### config.mk
export PLATFORM = sky130hd
export DESIGN_NAME = parallel_adc_read_sequencer
export DESIGN_NICKNAME = d
export VERILOG_FILES = /design/src/hw/rtl/padc_pkg.sv /design/src/hw/rtl/parallel_adc_read_sequencer.sv /design/src/hw/rtl/padc_timer.sv /design/src/hw/rtl/padc_seq.sv
export SDC_FILE = /design/constraint.sdc
export NUM_CORES = 1
export LEC_CHECK = 0
export BUFFER_PORTS_ARGS = -buffer_cell sky130_fd_sc_hd__buf_2
export CAP_MARGIN = 15
export CORE_UTILIZATION = 64
export CTS_BUF_LIST = sky130_fd_sc_hd__clkbuf_16
export DETAILED_ROUTE_END_ITERATION = 10
export HOLD_SLACK_MARGIN = 0.12
export MAX_ROUTING_LAYER = met4
export PLACE_DENSITY = 0.94
export SYNTH_ARGS = -nofsm -noshare
export SYNTH_HDL_FRONTEND = slang
export SYNTH_HIERARCHICAL = 1
export SYNTH_SLANG_ARGS = --single-unit
### constraint.sdc
create_clock -name clk -period 12.3 [get_ports clk]
set_clock_uncertainty 0.15 [all_clocks]
set_input_delay 2.46 -clock clk [delete_from_list [all_inputs] [get_ports clk]]
set_output_delay 2.46 -clock clk [all_outputs]
set_load 0.01 [all_outputs]
### src/hw/rtl/padc_pkg.sv
`default_nettype none
// ----------------------------------------------------------------------------
// padc_pkg: shared types and constants for the parallel ADC read sequencer
// Holds the sequencer phases, request codes, the timer control bundle, the
// result record and the helper functions used by the pin sequencer.
// ----------------------------------------------------------------------------
package padc_pkg;

  // Number of channels visited by a scan request.
  localparam int NUM_CHANNELS = 8;

  // Field widths.
  localparam int TPU_W   = 10;  // ticks per microsecond
  localparam int MS_W    = 4;   // millisecond registers
  localparam int US_W    = 14;  // microsecond count, up to 15 ms
  localparam int CH_W    = 3;
  localparam int SLOT_W  = 4;
  localparam int WORD_W  = 16;
  localparam int KIND_W  = 2;
  localparam int CFG_IDX_W = 2;

  localparam logic [US_W-1:0]   US_PER_MS = US_W'(1000);
  localparam logic [SLOT_W-1:0] SLOT_LAST = SLOT_W'(15);

  // Request kinds carried by each input beat.
  localparam logic [KIND_W-1:0] KIND_TICK   = 2'd0;
  localparam logic [KIND_W-1:0] KIND_INIT   = 2'd1;
  localparam logic [KIND_W-1:0] KIND_SINGLE = 2'd2;
  localparam logic [KIND_W-1:0] KIND_SCAN   = 2'd3;

  // Request mode latched at the start of a read.
  localparam logic [1:0] MODE_SINGLE = 2'd2;
  localparam logic [1:0] MODE_SCAN   = 2'd3;

  // Configuration register indexes.
  localparam logic [CFG_IDX_W-1:0] CFG_TICKS_PER_US   = 2'd0;
  localparam logic [CFG_IDX_W-1:0] CFG_RESET_HOLD_MS  = 2'd1;
  localparam logic [CFG_IDX_W-1:0] CFG_RESET_SETTLE_MS = 2'd2;

  // Sequencer phases.
  typedef enum logic [3:0] {
    PH_IDLE       = 4'd0,
    PH_RST_HOLD   = 4'd1,
    PH_RST_SETTLE = 4'd2,
    PH_SEL        = 4'd3,
    PH_CV1        = 4'd4,
    PH_BW1        = 4'd5,
    PH_CV2        = 4'd6,
    PH_BW2        = 4'd7,
    PH_RDA        = 4'd8,
    PH_GAP        = 4'd9,
    PH_RDB        = 4'd10
  } phase_t;

  // Control from the sequencer to the delay timer.
  typedef struct packed {
    logic            load;     // start a new timed phase
    logic            tick;     // count one tick of the current phase
    logic [US_W-1:0] load_us;  // length of the new phase in microseconds
  } tmr_ctrl_t;

  // One result beat.
  typedef struct packed {
    logic [CH_W-1:0]          chan_select;
    logic                     convst;
    logic                     cs_n;
    logic                     rd_n;
    logic                     reset_n;
    logic                     ready_res;
    logic                     sample_valid;
    logic signed [WORD_W-1:0] sample_value;
    logic [SLOT_W-1:0]        sample_index;
    logic                     scan_done;
  } res_t;

  // Milliseconds to microseconds; a zero setting lasts one microsecond.
  function automatic logic [US_W-1:0] ms_to_us(input logic [MS_W-1:0] ms);
    logic [US_W-1:0] us;
    us = US_W'(ms) * US_PER_MS;
    if (ms == '0) begin
      us = US_W'(1);
    end
    return us;
  endfunction

  // Reverse the bit order inside each byte of a word.
  function automatic logic [WORD_W-1:0] byte_reverse(input logic [WORD_W-1:0] v);
    logic [WORD_W-1:0] r;
    for (int i = 0; i < 8; i++) begin
      r[7 - i]  = v[i];
      r[15 - i] = v[8 + i];
    end
    return r;
  endfunction

endpackage
`default_nettype wire

### src/hw/rtl/parallel_adc_read_sequencer.sv
`default_nettype none
// ----------------------------------------------------------------------------
// parallel_adc_read_sequencer: tick-driven controller for a parallel ADC
// Sequences reset, convert-start, busy waits and dual-word reads, and
// reports pin levels and captured samples once per tick.
// ----------------------------------------------------------------------------
// Usage:
//   The input channel (in_valid / in_stall) carries one tick per beat: a
//   request kind, a channel, the busy pin level and the raw data bus.
//   Every accepted beat yields exactly one result beat on the output
//   channel (out_valid / out_stall) with the pin levels of that tick and,
//   when a word is captured, its value with each byte bit-reversed and slot.
//   A result beat appears in the cycle after its tick is accepted; one
//   beat is taken every cycle while the result channel is not stalled, and
//   the sequencer state, delay timer and result register update then.
//   When the receiver stalls, the result register holds its beat and
//   in_stall rises, so no tick is taken until the beat leaves.
//   Reset clears the sequencer to idle, empties the result register and
//   loads the configuration registers with their defaults (170 ticks per
//   microsecond, 1 ms reset hold, 4 ms settle). Configuration writes on
//   cfg_we / cfg_index / cfg_data belong to idle periods only.
// ----------------------------------------------------------------------------
module parallel_adc_read_sequencer (
  input  wire logic                               clk,
  input  wire logic                               rst,
  // Configuration writes.
  input  wire logic                               cfg_we,
  input  wire logic [padc_pkg::CFG_IDX_W-1:0]     cfg_index,
  input  wire logic [padc_pkg::TPU_W-1:0]         cfg_data,
  // Input tick channel.
  input  wire logic                               in_valid,
  output      logic                               in_stall,
  input  wire logic [padc_pkg::KIND_W-1:0]        kind,
  input  wire logic [padc_pkg::CH_W-1:0]          channel,
  input  wire logic                               busy_req,
  input  wire logic [padc_pkg::WORD_W-1:0]        data_bus,
  // Result channel.
  output      logic                               out_valid,
  input  wire logic                               out_stall,
  output      logic [padc_pkg::CH_W-1:0]          chan_select,
  output      logic                               convst,
  output      logic                               cs_n,
  output      logic                               rd_n,
  output      logic                               reset_n,
  output      logic                               ready_res,
  output      logic                               sample_valid,
  output      logic signed [padc_pkg::WORD_W-1:0] sample_value,
  output      logic [padc_pkg::SLOT_W-1:0]        sample_index,
  output      logic                               scan_done
);

  logic [padc_pkg::TPU_W-1:0] ticks_per_us;
  logic [padc_pkg::MS_W-1:0]  reset_hold_ms;
  logic [padc_pkg::MS_W-1:0]  reset_settle_ms;
  logic                       accept;
  logic                       tmr_done;
  padc_pkg::tmr_ctrl_t        tmr_ctrl;
  padc_pkg::res_t             res;
  padc_pkg::res_t             res_q;

  // Configuration registers.
  always_ff @(posedge clk) begin
    if (rst) begin
      ticks_per_us    <= padc_pkg::TPU_W'(170);
      reset_hold_ms   <= padc_pkg::MS_W'(1);
      reset_settle_ms <= padc_pkg::MS_W'(4);
    end else if (cfg_we) begin
      unique case (cfg_index)
        padc_pkg::CFG_TICKS_PER_US:    ticks_per_us    <= cfg_data;
        padc_pkg::CFG_RESET_HOLD_MS:   reset_hold_ms   <= cfg_data[padc_pkg::MS_W-1:0];
        padc_pkg::CFG_RESET_SETTLE_MS: reset_settle_ms <= cfg_data[padc_pkg::MS_W-1:0];
        default: ;
      endcase
    end
  end

  // A tick is taken whenever the result register can move.
  assign in_stall = out_valid && out_stall;
  assign accept   = in_valid && !in_stall;

  padc_timer u_timer (
    .clk          (clk),
    .rst          (rst),
    .ticks_per_us (ticks_per_us),
    .ctrl         (tmr_ctrl),
    .done         (tmr_done)
  );

  padc_seq u_seq (
    .clk             (clk),
    .rst             (rst),
    .accept          (accept),
    .kind            (kind),
    .channel         (channel),
    .busy_req        (busy_req),
    .data_bus        (data_bus),
    .reset_hold_ms   (reset_hold_ms),
    .reset_settle_ms (reset_settle_ms),
    .tmr_done        (tmr_done),
    .tmr_ctrl        (tmr_ctrl),
    .res             (res)
  );

  // Result register.
  always_ff @(posedge clk) begin
    if (rst) begin
      out_valid <= 1'b0;
    end else if (accept) begin
      out_valid <= 1'b1;
    end else if (!out_stall) begin
      out_valid <= 1'b0;
    end
  end

  always_ff @(posedge clk) begin
    if (accept) begin
      res_q <= res;
    end
  end

  assign chan_select  = res_q.chan_select;
  assign convst       = res_q.convst;
  assign cs_n         = res_q.cs_n;
  assign rd_n         = res_q.rd_n;
  assign reset_n      = res_q.reset_n;
  assign ready_res    = res_q.ready_res;
  assign sample_valid = res_q.sample_valid;
  assign sample_value = res_q.sample_value;
  assign sample_index = res_q.sample_index;
  assign scan_done    = res_q.scan_done;

  // A captured word always comes from a tick with the read strobe low.
  a_sample_on_read: assert property (@(posedge clk) disable iff (rst)
    out_valid && sample_valid |-> !rd_n && !cs_n && !convst)
    else $error("sample presented outside a read strobe");

  // The end-of-request mark only rides on a sample.
  a_done_with_sample: assert property (@(posedge clk) disable iff (rst)
    out_valid && scan_done |-> sample_valid)
    else $error("scan_done without a sample");

  // While ready, the ADC pins rest in their idle levels.
  a_idle_pins: assert property (@(posedge clk) disable iff (rst)
    out_valid && ready_res |-> !convst && cs_n && rd_n && reset_n && !sample_valid)
    else $error("pins active while ready");

  // A stalled result beat stays in place until it is taken.
  a_stall_holds: assert property (@(posedge clk) disable iff (rst)
    out_valid && out_stall |=> out_valid && $stable(res_q))
    else $error("stalled result beat changed");

endmodule
`default_nettype wire

### src/hw/rtl/padc_timer.sv
`default_nettype none
// ----------------------------------------------------------------------------
// padc_timer: microsecond delay timer
// Counts ticks within a microsecond and microseconds within a timed phase.
// Reports done on the last tick of the phase.
// ----------------------------------------------------------------------------
module padc_timer (
  input  wire logic                         clk,
  input  wire logic                         rst,
  input  wire logic [padc_pkg::TPU_W-1:0]   ticks_per_us,
  input  wire padc_pkg::tmr_ctrl_t          ctrl,
  output      logic                         done
);

  logic [padc_pkg::TPU_W-1:0] delay_count;
  logic [padc_pkg::US_W-1:0]  us_left;
  logic [padc_pkg::TPU_W-1:0] reload;

  // A zero tick setting behaves as one tick per microsecond.
  assign reload = (ticks_per_us == '0) ? padc_pkg::TPU_W'(1) : ticks_per_us;

  assign done = (delay_count <= padc_pkg::TPU_W'(1)) &&
                (us_left <= padc_pkg::US_W'(1));

  // Load a new phase, or step the tick and microsecond counters.
  always_ff @(posedge clk) begin
    if (rst) begin
      delay_count <= '0;
      us_left     <= '0;
    end else if (ctrl.load) begin
      delay_count <= reload;
      us_left     <= ctrl.load_us;
    end else if (ctrl.tick && !done) begin
      if (delay_count > padc_pkg::TPU_W'(1)) begin
        delay_count <= delay_count - padc_pkg::TPU_W'(1);
      end else begin
        delay_count <= reload;
        us_left     <= us_left - padc_pkg::US_W'(1);
      end
    end
  end

endmodule
`default_nettype wire

### src/hw/rtl/padc_seq.sv
`default_nettype none
// ----------------------------------------------------------------------------
// padc_seq: ADC pin sequencer
// Walks the init and read phases, drives the pin levels and captures
// sample words from the data bus. State advances on each accepted beat.
// ----------------------------------------------------------------------------
module padc_seq (
  input  wire logic                          clk,
  input  wire logic                          rst,
  input  wire logic                          accept,
  input  wire logic [padc_pkg::KIND_W-1:0]   kind,
  input  wire logic [padc_pkg::CH_W-1:0]     channel,
  input  wire logic                          busy_req,
  input  wire logic [padc_pkg::WORD_W-1:0]   data_bus,
  input  wire logic [padc_pkg::MS_W-1:0]     reset_hold_ms,
  input  wire logic [padc_pkg::MS_W-1:0]     reset_settle_ms,
  input  wire logic                          tmr_done,
  output      padc_pkg::tmr_ctrl_t           tmr_ctrl,
  output      padc_pkg::res_t                res
);

  padc_pkg::phase_t          phase, phase_next;
  logic [padc_pkg::CH_W-1:0] scan_channel, scan_channel_next;
  logic [1:0]                request_mode, request_mode_next;
  logic [padc_pkg::CH_W-1:0] select_latch, select_latch_next;
  logic                      timed;
  logic                      is_scan;
  logic                      last_chan;

  assign is_scan   = (request_mode == padc_pkg::MODE_SCAN);
  assign last_chan = (int'(scan_channel) + 1) >= padc_pkg::NUM_CHANNELS;

  // Next state of the sequencer.
  always_comb begin
    phase_next        = phase;
    scan_channel_next = scan_channel;
    request_mode_next = request_mode;
    select_latch_next = select_latch;
    unique case (phase)
      padc_pkg::PH_RST_HOLD: begin
        if (tmr_done) begin
          select_latch_next = '0;
          phase_next        = padc_pkg::PH_RST_SETTLE;
        end
      end
      padc_pkg::PH_RST_SETTLE: if (tmr_done) phase_next = padc_pkg::PH_IDLE;
      padc_pkg::PH_SEL:        if (tmr_done) phase_next = padc_pkg::PH_CV1;
      padc_pkg::PH_CV1:        if (tmr_done) phase_next = padc_pkg::PH_BW1;
      padc_pkg::PH_BW1:        if (!busy_req) phase_next = padc_pkg::PH_CV2;
      padc_pkg::PH_CV2:        if (tmr_done) phase_next = padc_pkg::PH_BW2;
      padc_pkg::PH_BW2:        if (!busy_req) phase_next = padc_pkg::PH_RDA;
      padc_pkg::PH_RDA:        if (tmr_done) phase_next = padc_pkg::PH_GAP;
      padc_pkg::PH_GAP:        if (tmr_done) phase_next = padc_pkg::PH_RDB;
      padc_pkg::PH_RDB: begin
        if (tmr_done) begin
          if (is_scan && !last_chan) begin
            scan_channel_next = scan_channel + padc_pkg::CH_W'(1);
            select_latch_next = scan_channel + padc_pkg::CH_W'(1);
            phase_next        = padc_pkg::PH_SEL;
          end else begin
            phase_next = padc_pkg::PH_IDLE;
          end
        end
      end
      default: begin
        // Idle, and any unused phase code, takes a new request.
        phase_next = padc_pkg::PH_IDLE;
        unique case (kind)
          padc_pkg::KIND_INIT: phase_next = padc_pkg::PH_RST_HOLD;
          padc_pkg::KIND_SINGLE: begin
            request_mode_next = padc_pkg::MODE_SINGLE;
            scan_channel_next = '0;
            select_latch_next = channel;
            phase_next        = padc_pkg::PH_SEL;
          end
          padc_pkg::KIND_SCAN: begin
            request_mode_next = padc_pkg::MODE_SCAN;
            scan_channel_next = '0;
            select_latch_next = '0;
            phase_next        = padc_pkg::PH_SEL;
          end
          default: ;
        endcase
      end
    endcase
  end

  // Pin levels, sample capture and timer control.
  always_comb begin
    res              = '0;
    res.chan_select  = select_latch;
    res.cs_n         = 1'b1;
    res.rd_n         = 1'b1;
    res.reset_n      = 1'b1;
    timed            = 1'b1;
    tmr_ctrl.load    = 1'b0;
    tmr_ctrl.load_us = padc_pkg::US_W'(1);
    unique case (phase)
      padc_pkg::PH_RST_HOLD: begin
        res.reset_n = 1'b0;
        if (tmr_done) begin
          tmr_ctrl.load    = 1'b1;
          tmr_ctrl.load_us = padc_pkg::ms_to_us(reset_settle_ms);
        end
      end
      padc_pkg::PH_RST_SETTLE: res.chan_select = '0;
      padc_pkg::PH_SEL: tmr_ctrl.load = tmr_done;
      padc_pkg::PH_CV1, padc_pkg::PH_CV2: res.convst = 1'b1;
      padc_pkg::PH_BW1, padc_pkg::PH_BW2: begin
        timed         = 1'b0;
        tmr_ctrl.load = !busy_req;
      end
      padc_pkg::PH_RDA: begin
        res.cs_n = 1'b0;
        res.rd_n = 1'b0;
        if (tmr_done) begin
          tmr_ctrl.load    = 1'b1;
          res.sample_valid = 1'b1;
          res.sample_value = padc_pkg::byte_reverse(data_bus);
          if (is_scan) begin
            res.sample_index = padc_pkg::SLOT_W'(scan_channel);
          end else begin
            res.sample_index = padc_pkg::SLOT_W'(select_latch);
            res.scan_done    = 1'b1;
          end
        end
      end
      padc_pkg::PH_GAP: begin
        res.cs_n      = 1'b0;
        tmr_ctrl.load = tmr_done;
      end
      padc_pkg::PH_RDB: begin
        res.cs_n = 1'b0;
        res.rd_n = 1'b0;
        if (tmr_done && is_scan) begin
          res.sample_valid = 1'b1;
          res.sample_value = padc_pkg::byte_reverse(data_bus);
          res.sample_index = padc_pkg::SLOT_LAST - padc_pkg::SLOT_W'(scan_channel);
          res.scan_done    = last_chan;
          tmr_ctrl.load    = !last_chan;
        end
      end
      default: begin
        res.ready_res = 1'b1;
        timed         = 1'b0;
        unique case (kind)
          padc_pkg::KIND_INIT: begin
            tmr_ctrl.load    = 1'b1;
            tmr_ctrl.load_us = padc_pkg::ms_to_us(reset_hold_ms);
          end
          padc_pkg::KIND_SINGLE, padc_pkg::KIND_SCAN: tmr_ctrl.load = 1'b1;
          default: ;
        endcase
      end
    endcase
    // Nothing moves unless a beat is accepted.
    tmr_ctrl.load = tmr_ctrl.load && accept;
    tmr_ctrl.tick = timed && accept;
  end

  // Sequencer state registers.
  always_ff @(posedge clk) begin
    if (rst) begin
      phase        <= padc_pkg::PH_IDLE;
      scan_channel <= '0;
      request_mode <= '0;
      select_latch <= '0;
    end else if (accept) begin
      phase        <= phase_next;
      scan_channel <= scan_channel_next;
      request_mode <= request_mode_next;
      select_latch <= select_latch_next;
    end
  end

endmodule
`default_nettype wire

[After elaboration in Yosys (flattened, before gate mapping)]
Cells that the tools add are included.
Storage, ports and cells
  logic and storage cells: 155
  flip-flop bits (word level): 85
  output and inout port bits: 32
  input bits: 39
Operators by class
  magnitude comparators: 4
  multipliers: 2
  add/subtract/negate cells: 5
  bitwise operators: 3
  equality and inequality tests: 29
  muxes and demuxes: 50
  reduce and logical (&&, ||, !) cells: 42
Operators by type and width (count)
  $mux 14: 7
  $mux 22: 2
  $pmux 22 s2: 1
  $mux 10: 4
  $mux 4: 10
  $pmux 4 s10: 1
  $ge 32x5->1 const B: 1
  $pmux 14 s2: 1
  $mul 4x7->11 const B: 2
  $ne 2x1->1 const B: 10
  $reduce_or 9->1: 2
  $eq 4x3->1 const B: 4
  $reduce_or 8->1: 2
  $mux 3: 5
  $le 14x1->1 const B: 1
  $sub 14x1->14 const B: 1
  $eq 4x4->1 const B: 3
  $mux 1: 12
  $pmux 3 s2: 2
  $reduce_or 2->1: 6
  $reduce_and 11->1: 1
  $gt 10x1->1 const B: 1
  $le 10x1->1 const B: 1
  $logic_not 10->1: 1
  other kinds (26): 54

[Logic depth before layout (Yosys ltp)]
  depth in word-level cells: 8
  depth in mapped cells: 16
  mapped depth without buffers: 14

[Modules after synthesis]
The synthesis kept the hierarchy.
By module, submodules not included
  padc_seq: cells each 317, area an instance 2422.3 um^2, sequential area each 240.2 um^2, times used 1
  parallel_adc_read_sequencer: cells each 112, area an instance 1727.9 um^2, sequential area each 1281.2 um^2, times used 1
  padc_timer: cells each 195, area an instance 1536.5 um^2, sequential area each 480.5 um^2, times used 1

[Worst setup path after synthesis]
No wires, ideal clock.
  kind: input to register
  start: input out_stall
  end: register u_timer/delay_count[0] (netlist name)
  stages on the path: 9
  library setup time: 0.074 ns
  data required time: 12.076 ns
  path buffers: 1
  path slack: 6.261 ns
  arrival time: 5.815 ns
  cell sequence: and2_1 > nor2b_1 > o311a_1 > clkbuf_1 > inv_1 > and4_1 > a31o_2 > or3_1 > a31oi_1
RTL lines
  from (decl): RTL line parallel_adc_read_sequencer.sv:39  | input wire logic out_stall,
  to (signal assigned): RTL line padc_timer.sv:31  | delay_count <= reload;
  to (signal assigned): RTL line padc_timer.sv:35  | delay_count <= delay_count - padc_pkg::TPU_W'(1);
  to (signal assigned): RTL line padc_timer.sv:37  | delay_count <= reload;
  to (decl): RTL line padc_timer.sv:15  | logic [padc_pkg::TPU_W-1:0] delay_count;

[Worst setup path in the final report]
  start: input out_stall
  end: output in_stall
On the way
  longest elaborated chain between the ends: 1
RTL lines
  $logic_and 1x1->1: RTL line parallel_adc_read_sequencer.sv:78  | assign in_stall = out_valid && out_stall;
  to (decl): RTL line parallel_adc_read_sequencer.sv:32  | output logic in_stall,
No other way between the ends.

==> metrics.txt <==
# TYPE chip_impl_metric gauge
chip_impl_info{name="run_status",value="finished clean"} 1
chip_impl_metric{name="post-cts-setup-buffer-count",unit=""} 0
chip_impl_info{name="unrepaired_setup_endpoints_after_global_routing",value="no"} 1
chip_impl_metric{name="grt.total_usage",unit="%"} 29.96
chip_impl_metric{name="drive_gt1_share",unit="%"} 15.79
chip_impl_metric{name="clock_path_buffers",unit=""} 2
chip_impl_info{name="setup.worst_path.start_class",value="input port"} 1
chip_impl_metric{name="detail_route.wl_per_cell",unit="um"} 16.44
chip_impl_metric{name="worst_ep_arrival_time",unit="ps"} 2870
chip_impl_metric{name="globalplace.congestion",unit=""} 0.9061
chip_impl_metric{name="source_to_sink_clock_delay_at_the_later_pin_of_the_worst_skew_pair",unit="ps"} 340
chip_impl_metric{name="yosys_warnings",unit=""} 6
chip_impl_metric{name="numPlacedInstances",unit=""} 775
chip_impl_metric{name="reg2regPathDepth",unit=""} 11
chip_impl_metric{name="core-area",unit="um^2"} 8678
chip_impl_metric{name="design.final.nets",unit=""} 767
chip_impl_metric{name="layoutNonFillerInstCount",unit=""} 792
chip_impl_metric{name="post_cts_hold_buffer_count",unit=""} 0
chip_impl_metric{name="clock-sinks",unit=""} 85
chip_impl_metric{name="arithmetic_cell_share_of_the_synthesized_area_counting_full_adders_half_adders_and_majority_gates",unit="%"} 12.63
chip_impl_metric{name="floorplan.die.height",unit="um"} 96.26
chip_impl_info{name="r2r-start",value="u_timer/delay_count[2]$_SDFFE_PP0P_"} 1
chip_impl_metric{name="antenna_found_initial",unit=""} 0
chip_impl_info{name="ys_top_cells_by_count",value="57 x sky130_fd_sc_hd__nor2_1, 55 x sky130_fd_sc_hd__dfxtp_1, 38 x sky130_fd_sc_hd__inv_1"} 1
chip_impl_metric{name="whs_path_depth",unit=""} 2
chip_impl_metric{name="cts.repair.resized",unit=""} 0
chip_impl_metric{name="placement.cell_area",unit="um^2"} 6043
chip_impl_metric{name="synth_compound_gate_area_share",unit="%"} 16.46
chip_impl_metric{name="total_power",unit="mW"} 1.110
chip_impl_metric{name="initial_utilization",unit="%"} 65.53
chip_impl_metric{name="timing.critical_path.required",unit="ps"} 9690
chip_impl_metric{name="max_slew_violation_total_from_the_final_report",unit=""} 0
chip_impl_metric{name="detailroute.via_count",unit=""} 5024
chip_impl_metric{name="final_design_area_no_fill",unit="um^2"} 6360
chip_impl_metric{name="number_of_flops_mapped_to_enable_cells_by_yosys",unit=""} 30
chip_impl_metric{name="portBuffers",unit=""} 70
chip_impl_info{name="whs_endpoint",value="ticks_per_us[0]$_SDFFE_PP0P_"} 1
chip_impl_metric{name="timing.max_cap.violations",unit=""} 0
chip_impl_metric{name="slew-limit-headroom",unit="%"} 34.80
chip_impl_metric{name="rows",unit=""} 34
chip_impl_metric{name="number_of_global_route_vias_before_repair",unit=""} 4675
chip_impl_metric{name="average_footprint_of_a_synthesized_cell",unit="um^2"} 9.113
chip_impl_metric{name="final_core_util",unit="%"} 73.28
chip_impl_metric{name="synth.lib_cells_used.distinct",unit=""} 72
chip_impl_metric{name="p_per_area",unit="nW/um^2"} 174.5
chip_impl_metric{name="antenna_cells",unit=""} 0
chip_impl_metric{name="yosys.area.top_type_share",unit="%"} 19.36
chip_impl_metric{name="synth_simple_gate_area_share",unit="%"} 23.45
chip_impl_info{name="worstSetupEndpointType",value="output port"} 1
chip_impl_info{name="synth.top_cells.by_area",value="sky130_fd_sc_hd__dfxtp_1 19%, sky130_fd_sc_hd__edfxtp_1 16%, sky130_fd_sc_hd__ha_1 7.7%, sky130_fd_sc_hd__fa_1 4.9%, sky130_fd_sc_hd__mux2i_1 4.2%"} 1
chip_impl_metric{name="overflow",unit=""} 0
chip_impl_metric{name="post-dp-hpwl",unit="mm"} 9.115
chip_impl_metric{name="sw_frac_of_total",unit="%"} 40.76
chip_impl_info{name="crit-reg2reg-capture",value="u_timer/delay_count[9]$_SDFFE_PP0P_"} 1
chip_impl_metric{name="area_growth_syn_to_layout",unit="%"} 11.84
chip_impl_metric{name="htree_levels",unit=""} 3
chip_impl_metric{name="ff2ff_setup_slack",unit="ps"} 7880
chip_impl_metric{name="period_needed",unit="ps"} 5476
chip_impl_metric{name="timing.final.crit_share",unit="%"} 44.52
chip_impl_metric{name="clk_transition_reported_paths",unit="ps"} 60
chip_impl_metric{name="finalSetupViolCount",unit=""} 0
chip_impl_metric{name="fmax",unit="GHz"} 0.1826
chip_impl_metric{name="routed_wl",unit="mm"} 13.02
chip_impl_metric{name="power.combinational.fraction",unit="%"} 41.9
chip_impl_metric{name="worst_pin_slew",unit="ps"} 973.7
chip_impl_metric{name="power.switching",unit="mW"} 0.4522
chip_impl_metric{name="setup_total_negative_slack",unit="ps"} 0
chip_impl_metric{name="synthesis.area",unit="um^2"} 5687
chip_impl_metric{name="postSynthRegisterBits",unit=""} 85
chip_impl_metric{name="synth_xor_xnor_area_share",unit="%"} 2.618
chip_impl_metric{name="total_leakage_power",unit="nW"} 2.605
chip_impl_info{name="yosys.area.top_type",value="sky130_fd_sc_hd__dfxtp_1"} 1
chip_impl_metric{name="die_width",unit="um"} 96.26
chip_impl_metric{name="seq_power_share",unit="%"} 34.6
chip_impl_metric{name="fp.dieArea",unit="um^2"} 9266
chip_impl_info{name="worst_hold_path_type",value="register to register"} 1
chip_impl_metric{name="cts-buffers-inserted",unit=""} 9
chip_impl_info{name="clock_tree_from_tritoncts",value="yes"} 1
chip_impl_info{name="main_combinational_cell_family_by_area_after_synthesis",value="simple AND/OR/NAND/NOR gates"} 1
chip_impl_metric{name="final_report_hold_violation_count",unit=""} 0
chip_impl_info{name="timing.hold.worst.start",value="ticks_per_us[0]$_SDFFE_PP0P_"} 1
chip_impl_metric{name="clock_power_share",unit="%"} 23.5
chip_impl_info{name="synthFlopType",value="sky130_fd_sc_hd__dfxtp_1"} 1
chip_impl_metric{name="drt-pass1-iter-count",unit=""} 5
chip_impl_metric{name="grt_first_pass_wirelength",unit="mm"} 21.15
chip_impl_metric{name="io-pin-count",unit=""} 71
chip_impl_info{name="root_buffer",value="sky130_fd_sc_hd__clkbuf_16"} 1
chip_impl_metric{name="p_int",unit="mW"} 0.6573
chip_impl_metric{name="ir_drop",unit="V"} 0.0001589
chip_impl_metric{name="drc_violations_left",unit=""} 0
chip_impl_metric{name="final.fill_count",unit=""} 577
chip_impl_metric{name="netlist_instances",unit=""} 624
chip_impl_metric{name="drt_first_iter_violations",unit=""} 408
chip_impl_metric{name="async_flop_share",unit="%"} 0
chip_impl_metric{name="pin_count_of_the_biggest_net_entering_global_routing",unit=""} 75
chip_impl_metric{name="seq_area_frac_synth",unit="%"} 35.20
chip_impl_info{name="leading_cell_type_by_number_of_instances_after_synthesis",value="sky130_fd_sc_hd__nor2_1"} 1
chip_impl_info{name="critPathKind",value="input port to output port"} 1
chip_impl_metric{name="antenna_violating_nets_post_route",unit=""} 0
chip_impl_metric{name="synth.area.mux_share",unit="%"} 4.422
chip_impl_metric{name="drt-vias-per-instance",unit=""} 6.343
chip_impl_metric{name="crit_path_max_fanout",unit=""} 2
## power groups by stage
stage | clock network, mW | logic, mW | registers (mW)
floorplan | 0 | 0.372 | 0.369
finish | 0.260 | 0.465 | 0.384
global placement | 0 | 0.417 | 0.383
detailed placement | 0 | 0.444 | 0.386
global route | 0.277 | 0.510 | 0.390
CTS | 0.265 | 0.450 | 0.381
## area by class of cell
| cell class | instances | area (um^2) | share of cell area (%) |
|---|---|---|---|
| Clock buffer | 9 | 225.2 | 3.541 |
| Tap cell | 108 | 135.1 | 2.125 |
| Multi-Input combinational cell | 472 | 3398 | 53.43 |
| Timing Repair Buffer | 73 | 392.9 | 6.177 |
| Inverter | 38 | 142.6 | 2.243 |
| Clock inverter | 7 | 63.81 | 1.003 |
| Sequential cell | 85 | 2002 | 31.48 |
## per-stage QoR
| step | hold slack [ps] | setup WS [ps] |
|---|---|---|
| 6_report | 337.3 | 6824 |
| 3_3_place_gp | 317.0 | 6828 |
| 5_1_grt | 368.0 | 6699 |
| 2_1_floorplan | 298.1 | 6261 |
| 3_5_place_dp | 330.6 | 6662 |
| 4_1_cts | 343.1 | 6824 |
## logic make-up after synthesis
kind of cell               after synthesis
and+or+nand+nor                        241
AOI/OAI and AO/OA                      138
DFF                                     85
buffers and inverters                   68
adders and majority gates               49
muxes                                   25
xor gates and xnor gates                17
other                                    1
## layer usage
metal  track usage, %  vias to the layer above  wire length [um]
met5                -                        -                 0
met4            14.30                        0               414
met3            6.240                       47               914
met2            49.88                      266              6402
met1            34.37                     2350              5290
li1                 -                     2361                 -
## critical path, stage by stage
cell and delay [ps]:
sky130_fd_sc_hd__buf_2 100, sky130_fd_sc_hd__and2_1 160, sky130_fd_sc_hd__buf_2 140
## flip-flops by register name, indices dropped and copies added, names as in the netlist, 2 cells and up
signal               count
sample_value            16
u_timer/us_left         14
ticks_per_us            10
u_timer/delay_count     10
reset_hold_ms            4
reset_settle_ms          4
sample_index             4
u_seq/phase              4
chan_select              3
u_seq/scan_channel       3
u_seq/select_latch       3
u_seq/request_mode       2
## cells in the final DEF (no fill, tap or decap), types with 4 or more instances in the layout
master / instances
sky130_fd_sc_hd__a21o_1: 6
sky130_fd_sc_hd__or4_1: 9
sky130_fd_sc_hd__o22ai_1: 8
sky130_fd_sc_hd__clkbuf_16: 9
sky130_fd_sc_hd__and2_1: 26
sky130_fd_sc_hd__a21oi_1: 31
sky130_fd_sc_hd__nand3_1: 8
sky130_fd_sc_hd__and3_1: 5
sky130_fd_sc_hd__inv_1: 38
sky130_fd_sc_hd__nor2b_1: 10
sky130_fd_sc_hd__edfxtp_1: 30
sky130_fd_sc_hd__nor4_1: 10
sky130_fd_sc_hd__a22o_1: 4
sky130_fd_sc_hd__a311oi_1: 9
sky130_fd_sc_hd__a31oi_1: 7
sky130_fd_sc_hd__nor3_1: 13
sky130_fd_sc_hd__fa_1: 14
sky130_fd_sc_hd__dfxtp_1: 55
sky130_fd_sc_hd__xnor2_1: 9
sky130_fd_sc_hd__o211ai_1: 5
sky130_fd_sc_hd__o31ai_1: 6
sky130_fd_sc_hd__o21a_1: 5
sky130_fd_sc_hd__or3_1: 12
sky130_fd_sc_hd__nand2b_1: 26
sky130_fd_sc_hd__ha_1: 35
sky130_fd_sc_hd__o21ai_0: 28
sky130_fd_sc_hd__nand2_1: 37
sky130_fd_sc_hd__a211oi_1: 6
sky130_fd_sc_hd__buf_2: 70
sky130_fd_sc_hd__xor2_1: 8
sky130_fd_sc_hd__nor2_1: 57
sky130_fd_sc_hd__mux2i_1: 24
## worst max-delay path by stage
stage | to | slack [ps] | startpoint | cells after the start
2_1_floorplan | u_timer/delay_count[0]$_SDFFE_PP0P_ | 6260 | out_stall | 9
3_3_place_gp | u_timer/delay_count[7]$_SDFFE_PP0P_ | 6830 | out_stall | 10
3_5_place_dp | u_timer/delay_count[9]$_SDFFE_PP0P_ | 6660 | out_stall | 10
4_1_cts | in_stall | 6820 | out_stall | 3
5_1_grt | u_timer/delay_count[6]$_SDFFE_PP0P_ | 6700 | out_stall | 10
6_report | in_stall | 6820 | out_stall | 3
Note: power is estimated with default switching activity, not from simulation.
